$ cat src/rtl/apm_pkg.sv
// package: shared constants, register indexes and state type for the axicon phase mask adder
`timescale 1ns / 1ps
package apm_pkg;

  localparam int MAX_DIM_DEF = 4096;
  localparam int PHASE_W     = 16;
  localparam int DIM_W       = 13;
  localparam int INV_W       = 32;
  localparam int CFG_IDX_W   = 2;
  localparam int CFG_DATA_W  = 32;
  localparam int RAD_SHIFT   = 16;
  localparam int FRAC_LSB    = 17;

  localparam logic [DIM_W-1:0] WIDTH_RST      = DIM_W'(1024);
  localparam logic [DIM_W-1:0] HEIGHT_RST     = DIM_W'(1024);
  localparam logic [INV_W-1:0] INV_RADIUS_RST = INV_W'(32'h0100_0000);

  typedef enum logic [CFG_IDX_W-1:0] {
    REG_WIDTH      = 2'd0,
    REG_HEIGHT     = 2'd1,
    REG_INV_RADIUS = 2'd2
  } cfg_reg_t;

  typedef enum logic [2:0] {
    ST_IDLE,
    ST_SQUARE,
    ST_SUM,
    ST_ROOT,
    ST_FINISH,
    ST_DONE
  } state_t;

endpackage

$ cat src/rtl/apm_if.sv
// interfaces: input phase channel and result channel with valid/ready handshake
`timescale 1ns / 1ps
interface apm_in_if;
  logic                         valid;
  logic                         ready;
  logic [apm_pkg::PHASE_W-1:0]  phase_in;

  modport source (output valid, output phase_in, input ready);
  modport sink   (input valid, input phase_in, output ready);
endinterface

interface apm_out_if;
  logic                         valid;
  logic                         ready;
  logic [apm_pkg::PHASE_W-1:0]  phase_out;
  logic                         frame_end;

  modport source (output valid, output phase_out, output frame_end, input ready);
  modport sink   (input valid, input phase_out, input frame_end, output ready);
endinterface

$ cat src/rtl/axicon_phase_mask_adder.sv
// top level: axicon phase mask adder with bit-serial square root and shift-add scaling
//
// in_ch carries one phase word per pixel in raster order; out_ch returns one
// phase word per pixel, with frame_end set on the last pixel of the frame.
// cfg_we/cfg_index/cfg_wdata write frame width, frame height and the
// reciprocal radius; the user must let writes go in only while the block is
// idle; the block itself does not enforce it.
// each accepted word passes through the square, sum, root, finish and done
// states; the next word is accepted only once the result is loaded into the
// output register, so a new word is not taken before the last one is through.
// the restoring square root retires one root bit per cycle, with the radius
// scaling riding one bit behind it.
// the output register holds a finished word while the receiver stalls, and
// a new word is taken and worked on meanwhile; a second finished word waits
// in its last stage until the output register frees up.
// reset clears the row and column counters, the handshake state and the
// configuration registers to 1024 x 1024 and a radius scale of 1.0.
`timescale 1ns / 1ps
module axicon_phase_mask_adder #(
  parameter int MAX_DIM = apm_pkg::MAX_DIM_DEF
) (
  input  logic                             clk,
  input  logic                             rst_n,
  input  logic                             cfg_we,
  input  logic [apm_pkg::CFG_IDX_W-1:0]    cfg_index,
  input  logic [apm_pkg::CFG_DATA_W-1:0]   cfg_wdata,
  apm_in_if.sink                           in_ch,
  apm_out_if.source                        out_ch
);
  import apm_pkg::*;

  localparam int CW  = $clog2(MAX_DIM);
  localparam int XW  = CW + 1;
  localparam int SW  = 2 * XW;
  localparam int QW  = (SW + 1 + RAD_SHIFT + 1) / 2;
  localparam int RW  = 2 * QW;
  localparam int RMW = QW + 1;
  localparam int AW  = QW + INV_W;
  localparam int NW  = $clog2(QW);

  function automatic logic [XW-1:0] clamp_dim(input logic [DIM_W-1:0] v);
    logic [XW-1:0] r;
    if (v == '0) begin
      r = XW'(1);
    end else if (32'(v) > 32'(MAX_DIM)) begin
      r = XW'(MAX_DIM);
    end else begin
      r = XW'(v);
    end
    return r;
  endfunction

  logic [DIM_W-1:0] cfg_width_r;
  logic [DIM_W-1:0] cfg_height_r;
  logic [INV_W-1:0] inv_radius_r;

  state_t state_r, state_nxt;

  logic [CW-1:0]      col_r;
  logic [CW-1:0]      row_r;
  logic [XW-1:0]      dx_r;
  logic [XW-1:0]      dy_r;
  logic [PHASE_W-1:0] phase_r;
  logic               end_r;
  logic [SW-1:0]      sqx_r;
  logic [SW-1:0]      sqy_r;
  logic [RW-1:0]      rad_r;
  logic [RMW-1:0]     rem_r;
  logic [QW-1:0]      root_r;
  logic [AW-1:0]      acc_r;
  logic [NW-1:0]      cnt_r;

  logic               out_valid_r;
  logic [PHASE_W-1:0] phase_out_r;
  logic               frame_end_r;

  logic               in_acc;
  logic               load_out;
  logic [XW-1:0]      w_dim;
  logic [XW-1:0]      h_dim;
  logic               last_col;
  logic               last_row;
  logic [XW-1:0]      twice_col;
  logic [XW-1:0]      twice_row;
  logic [XW-1:0]      dx;
  logic [XW-1:0]      dy;
  logic [SW:0]        sq_sum;
  logic [RMW+1:0]     rem_t;
  logic [RMW+1:0]     trial;
  logic               root_bit;
  logic [AW-1:0]      acc_nxt;

  // configuration registers
  always_ff @(posedge clk) begin
    if (!rst_n) begin
      cfg_width_r  <= WIDTH_RST;
      cfg_height_r <= HEIGHT_RST;
      inv_radius_r <= INV_RADIUS_RST;
    end else if (cfg_we) begin
      unique case (cfg_reg_t'(cfg_index))
        REG_WIDTH:      cfg_width_r  <= cfg_wdata[DIM_W-1:0];
        REG_HEIGHT:     cfg_height_r <= cfg_wdata[DIM_W-1:0];
        REG_INV_RADIUS: inv_radius_r <= cfg_wdata[INV_W-1:0];
        default: ;
      endcase
    end
  end

  // pixel position and distance
  always_comb begin
    w_dim     = clamp_dim(cfg_width_r);
    h_dim     = clamp_dim(cfg_height_r);
    last_col  = XW'(col_r) >= (w_dim - XW'(1));
    last_row  = XW'(row_r) >= (h_dim - XW'(1));
    twice_col = {col_r, 1'b0};
    twice_row = {row_r, 1'b0};
    dx        = (twice_col >= w_dim) ? (twice_col - w_dim) : (w_dim - twice_col);
    dy        = (twice_row >= h_dim) ? (twice_row - h_dim) : (h_dim - twice_row);
  end

  // root step and shift-add scaling one bit behind
  always_comb begin
    sq_sum   = (SW + 1)'(sqx_r) + (SW + 1)'(sqy_r);
    rem_t    = {rem_r, rad_r[RW-1 -: 2]};
    trial    = (RMW + 2)'({root_r, 2'b01});
    root_bit = rem_t >= trial;
    acc_nxt  = (acc_r << 1) + (root_r[0] ? AW'(inv_radius_r) : '0);
  end

  // next state
  always_comb begin
    state_nxt = state_r;
    unique case (state_r)
      ST_IDLE:   if (in_ch.valid) state_nxt = ST_SQUARE;
      ST_SQUARE: state_nxt = ST_SUM;
      ST_SUM:    state_nxt = ST_ROOT;
      ST_ROOT:   if (cnt_r == '0) state_nxt = ST_FINISH;
      ST_FINISH: state_nxt = ST_DONE;
      ST_DONE:   if (!out_valid_r || out_ch.ready) state_nxt = ST_IDLE;
      default:   state_nxt = ST_IDLE;
    endcase
  end

  // handshake outputs
  always_comb begin
    in_ch.ready = (state_r == ST_IDLE);
    in_acc      = in_ch.valid && in_ch.ready;
    load_out    = (state_r == ST_DONE) && (!out_valid_r || out_ch.ready);
  end

  assign out_ch.valid     = out_valid_r;
  assign out_ch.phase_out = phase_out_r;
  assign out_ch.frame_end = frame_end_r;

  always_ff @(posedge clk) begin
    if (!rst_n) begin
      state_r     <= ST_IDLE;
      col_r       <= '0;
      row_r       <= '0;
      out_valid_r <= 1'b0;
    end else begin
      state_r <= state_nxt;
      if (in_acc) begin
        if (last_col) begin
          col_r <= '0;
          row_r <= last_row ? '0 : row_r + CW'(1);
        end else begin
          col_r <= col_r + CW'(1);
        end
      end
      if (load_out) begin
        out_valid_r <= 1'b1;
      end else if (out_ch.ready) begin
        out_valid_r <= 1'b0;
      end
    end
  end

  // datapath
  always_ff @(posedge clk) begin
    if (in_acc) begin
      dx_r    <= dx;
      dy_r    <= dy;
      phase_r <= in_ch.phase_in;
      end_r   <= last_col && last_row;
    end
    if (load_out) begin
      phase_out_r <= phase_r + acc_r[FRAC_LSB +: PHASE_W];
      frame_end_r <= end_r;
    end
    case (state_r)
      ST_SQUARE: begin
        sqx_r <= SW'(dx_r) * SW'(dx_r);
        sqy_r <= SW'(dy_r) * SW'(dy_r);
      end
      ST_SUM: begin
        rad_r  <= RW'({sq_sum, {RAD_SHIFT{1'b0}}});
        rem_r  <= '0;
        root_r <= '0;
        acc_r  <= '0;
        cnt_r  <= NW'(QW - 1);
      end
      ST_ROOT: begin
        rem_r  <= root_bit ? RMW'(rem_t - trial) : RMW'(rem_t);
        root_r <= {root_r[QW-2:0], root_bit};
        rad_r  <= rad_r << 2;
        acc_r  <= acc_nxt;
        cnt_r  <= cnt_r - NW'(1);
      end
      ST_FINISH: begin
        acc_r <= acc_nxt;
      end
      default: ;
    endcase
  end

  a_accept_starts: assert property (@(posedge clk) disable iff (!rst_n)
    in_acc |=> state_r == ST_SQUARE)
    else $error("accepted word did not start the square stage");

  a_root_ends: assert property (@(posedge clk) disable iff (!rst_n)
    (state_r == ST_ROOT && cnt_r == '0) |=> state_r == ST_FINISH)
    else $error("root loop did not end after its last bit");

  a_done_loads: assert property (@(posedge clk) disable iff (!rst_n)
    (state_r == ST_DONE && !out_valid_r) |=> (out_valid_r && state_r == ST_IDLE))
    else $error("finished word not loaded into empty output register");

  a_col_wraps: assert property (@(posedge clk) disable iff (!rst_n)
    (in_acc && last_col) |=> col_r == '0)
    else $error("column counter did not wrap at row end");

endmodule

$ cat src/flat_wrapper.sv
// flat-port wrapper written by rule: the top's interface ports become plain ports
module axicon_phase_mask_adder_flat import apm_pkg::*;
#(
  parameter int MAX_DIM = apm_pkg::MAX_DIM_DEF
)
  (clk, rst_n, cfg_we, cfg_index, cfg_wdata, in_ch_valid, in_ch_phase_in, in_ch_ready, out_ch_valid, out_ch_phase_out, out_ch_frame_end, out_ch_ready);
  apm_in_if in_ch_i ();
  apm_out_if out_ch_i ();
  input  logic clk;
  input  logic rst_n;
  input  logic cfg_we;
  input  logic [apm_pkg::CFG_IDX_W-1:0] cfg_index;
  input  logic [apm_pkg::CFG_DATA_W-1:0] cfg_wdata;
  input wire logic [$bits(in_ch_i.valid)-1:0] in_ch_valid;
  input wire logic [$bits(in_ch_i.phase_in)-1:0] in_ch_phase_in;
  output wire logic [$bits(in_ch_i.ready)-1:0] in_ch_ready;
  output wire logic [$bits(out_ch_i.valid)-1:0] out_ch_valid;
  output wire logic [$bits(out_ch_i.phase_out)-1:0] out_ch_phase_out;
  output wire logic [$bits(out_ch_i.frame_end)-1:0] out_ch_frame_end;
  input wire logic [$bits(out_ch_i.ready)-1:0] out_ch_ready;
  assign in_ch_i.valid = in_ch_valid;
  assign in_ch_i.phase_in = in_ch_phase_in;
  assign in_ch_ready = in_ch_i.ready;
  assign out_ch_valid = out_ch_i.valid;
  assign out_ch_phase_out = out_ch_i.phase_out;
  assign out_ch_frame_end = out_ch_i.frame_end;
  assign out_ch_i.ready = out_ch_ready;
  axicon_phase_mask_adder #(.MAX_DIM(MAX_DIM)) u_core (.clk(clk), .rst_n(rst_n), .cfg_we(cfg_we), .cfg_index(cfg_index), .cfg_wdata(cfg_wdata), .in_ch(in_ch_i), .out_ch(out_ch_i));
endmodule
$ cat config.mk
export PLATFORM = sky130hd
export DESIGN_NAME = axicon_phase_mask_adder_flat
export DESIGN_NICKNAME = d
export VERILOG_FILES = /design/src/rtl/apm_pkg.sv /design/src/rtl/apm_if.sv /design/src/rtl/axicon_phase_mask_adder.sv /design/src/flat_wrapper.sv
export SDC_FILE = /design/constraint.sdc
export NUM_CORES = 1
export LEC_CHECK = 0
export BUFFER_PORTS_ARGS = -buffer_cell sky130_fd_sc_hd__buf_2
export CAP_MARGIN = 20
export CORE_MARGIN = 5
export CORE_UTILIZATION = 35
export CTS_CLUSTER_DIAMETER = 150
export DETAILED_ROUTE_END_ITERATION = 12
export HOLD_SLACK_MARGIN = 0.15
export MAX_ROUTING_LAYER = met4
export SLEW_MARGIN = 20
export SYNTH_ARGS = -nofsm -noshare
export SYNTH_HDL_FRONTEND = slang
export SYNTH_SLANG_ARGS = --single-unit
$ cat constraint.sdc
create_clock -name clk -period 14.8 [get_ports clk]
set_clock_uncertainty 0.15 [all_clocks]
set_input_delay 0.74 -clock clk [delete_from_list [all_inputs] [get_ports clk]]
set_output_delay 0.74 -clock clk [all_outputs]
set_load 0.1 [all_outputs]
==> results.yml <==
outcome:
  outcome: "completed"
clock_tree:
  cts_tree: "built"
  cts.clk_slew.worst_paths_ns: 0.06
  hold_buffers: 0
  htree_levels: 2
  postCtsResizedCells: 0
  cts_buffer_depth: 3
  cts-root-buf: "clkbuf_16"
  post_cts_buffers: 0
  cts_sinks: 307
  numCtsBuffers: 38
  clkLatencyLatePin_ns: 0.55
drt:
  firstDrtPassIters: 5
  initialDrtViolationCount: 970
  wl_mm: 61.1
  post_drt_via_cell_ratio: 4.86
  dr_total_vias: 20300
  drc_errors: 0
  ant_nets: 0
  detail_route.wl_per_cell_um: 14.6
floorplanning:
  chipHeight_um: 293
  initial_utilization_pct: 35.1
  core-area_mm2: 0.0800
  io_pins: 74
  fp.dieArea_mm2: 0.0861
  die_w_um: 293
  rows: 104
cells_and_area:
  fin_util_pct: 38.4
  fillers: 8140
  fin_nets: 3647
  drive_above_1_share_pct: 6.10
  area.growth.synth_to_final_pct: 9.24
  seq_area_mm2: 0.00836
  multi_input_area_mm2: 0.0175
  antennaDiodeCount: 0
global_routing:
  grt_antenna_before_repair: 0
  grt_pass1_vias: 20600
  met3_usage_pct: 1.69
  grt_util_all_layers_pct: 14.7
  met1_usage_pct: 19.8
  gr-total-overflow: 0
  grt_pass1_wl_mm: 104
  use_met2_pct: 24.1
  top_usage_layer: "met2"
  grt_max_degree: 78
yosys:
  synth_warnings: 0
  yosysSeqAreaShare_pct: 29.7
  syn-num-nets: 3625
  ys_types: 79
  synth_area_leaders: "edfxtp_1, fa_1, ha_1"
  async_flop_share_pct: 0
  syn_area_per_cell_um2: 9.17
  yosys.area.top_type: "edfxtp_1"
  synth_flop_cell: "edfxtp_1"
  synth_edf_count: 221
  ys_ff_latch: 307
  netlist.area_leader.share_pct: 23.6
  netlist_area_mm2: 0.0281
  synth_cells: 3064
placed_design:
  place_ws_ns: 8.18
  port_buffers: 73
  routabilityCongestion: 0.840
  dp_hpwl_mm: 47.6
timing:
  tns_ns: 0
  fmax_mhz: 149
  hold_violations: 0
  worstMarginPinSlew_ns: 0.992
  slew_headroom_pct: 33.9
  min_period_ns: 6.70
  setup_viol: 0
  finalMaxSlewViolations: 0
  rsz0062_at_grt: "false"
  period_share_pct: 45.2
  finalWorstSetupSlack_ns: 8.10
worst_setup_path:
  timing.rr.start: "u_core.dx_r[1]$_DFFE_PP_"
  cp_slowest_cell: "a2111oi_0"
  critPathMaxStageDelay_ns: 0.62
  crit_path_cell_trace: "and2_1 > fa_1 > inv_1 > fa_1 > inv_1 > fa_1 > inv_1 > fa_1 > fa_1 > inv_1 > ha_1 > o21a_1 > a2111oi_0 > o21ai_0 > a21oi_1 > a21oi_1 > a311o_1 > a31o_2 > a21oi_1 > xnor2_1"
  cp-startpoint: "u_core.dx_r[1]$_DFFE_PP_"
  crit_family: "adder cells"
  crit_type: "reg2reg"
  cp.required_ns: 14.96
  cp_common_cell: "fa_1"
  regToRegSetupSlack_ns: 8.10
  path_buf_inv: 4
  cp-start-kind: "flop"
  critPathArrivalTime_ns: 6.85
  cp-end-kind: "flop"
  cp_max_fo: 16
worst_hold_path:
  min_from: "in_ch_phase_in[10]"
  worstHoldPathType: "in2reg"
run:
  max_cap_viol_count: 0
## worst paths after layout
kind | depth (start not counted) | endpoint
hold / removal | 1 | u_core.phase_r[10]$_DFFE_PP_
setup reg to reg | 20 | u_core.sqx_r[24]$_DFFE_PP_
setup / recovery | 20 | u_core.sqx_r[24]$_DFFE_PP_
hold reg to reg | 2 | u_core.inv_radius_r[20]$_SDFFE_PN0P_
## layer usage
layer / up-vias / wire (um)
met1: 9687 / 29800
met3: 62 / 1530
li1: 10300 / -
met4: 0 / 1000
met2: 231 / 28800
met5: - / 0
## sequential cells by signal, summed over array words and instances, names as in the netlist, 16 cells and up
signal,flops
u_core.acc_r,33
u_core.inv_radius_r,32
u_core.out_ch.phase_out,16
u_core.phase_r,16
u_core.rad_r,28
u_core.rem_r,23
u_core.root_r,22
u_core.sqx_r,25
u_core.sqy_r,25
## cell families (layout without fill, tap and decap cells)
logic type,Yosys count,after routing,share of synthesized area [%]
adder cells (fa/ha/maj),506,506,27.9
buffers and inverters,588,640,7.93
flip-flops,307,307,29.7
XOR/XNOR,174,174,5.42
AND/OR/NAND/NOR,875,875,14.6
AO/OA/AOI/OAI,593,593,13.7
multiplexers,21,21,0.770
## through the flow
| step | hold slack, ns | cell area (um^2) | instances |
|---|---|---|---|
| 3_5_place_dp | 0.293 | 29500 | 4106 |
| 5_1_grt | 0.171 | 30700 | 4176 |
| 4_1_cts | 0.164 | 30700 | 4176 |
| 6_report | 0.205 | 30700 | 4176 |
| 3_3_place_gp | 0.289 | 29500 | 4106 |
| 2_1_floorplan | 0.250 | 28100 | 3064 |
## area by class of cell
class	count	area share [%]
clock buffers	45	3.25
inverters	484	5.92
clock inverters	25	0.636
well taps	1060	4.32
multi-input cells	2169	57.1
flip-flops and latches	307	27.2
repair buffers	86	1.51
## cells in the mapped netlist (6+ instances only)
library cell and n:
inv_1 484, nand2_1 340, ha_1 304, edfxtp_1 221, fa_1 202, a21oi_1 199
nor2_1 186, xnor2_1 127, o21ai_0 100, and2_1 94, clkbuf_1 91, dfxtp_1 86
a21o_1 80, nor3_1 51, nand3_1 49, xor2_1 47, nor2b_1 27, nand2b_1 26
a211oi_1 25, o21a_1 25, nand4_1 22, o21bai_1 22, a31oi_1 17, mux2i_1 16
o31ai_1 16, a31o_2 15, o211ai_1 15, or3_1 15, and3_1 14, nor4_1 11
o2111ai_1 11, or2_2 11, buf_1 8, a21boi_0 6
## layout by cell type (no fill, tap or decap), types with 13 or more instances in the layout
| master | count |
|---|---|
| nand2b_1 | 26 |
| a31o_2 | 15 |
| ha_1 | 304 |
| nand3_1 | 49 |
| buf_4 | 13 |
| a31oi_1 | 17 |
| o31ai_1 | 16 |
| a21oi_1 | 199 |
| fa_1 | 202 |
| a21o_1 | 80 |
| o21bai_1 | 22 |
| o211ai_1 | 15 |
| and3_1 | 14 |
| o21ai_0 | 100 |
| clkbuf_16 | 39 |
| and2_1 | 93 |
| or3_1 | 15 |
| xor2_1 | 47 |
| o21a_1 | 25 |
| nand2_1 | 339 |
| xnor2_1 | 127 |
| nor3_1 | 51 |
| mux2i_1 | 16 |
| a211oi_1 | 24 |
| nor2_1 | 185 |
| buf_2 | 73 |
| dfxtp_1 | 86 |
| edfxtp_1 | 221 |
| nand4_1 | 22 |
| nor2b_1 | 26 |
| inv_1 | 482 |
Power is left out: the tool's default activity adds up to more than one toggle a clock period on the data nets, which glitch-free logic cannot reach.
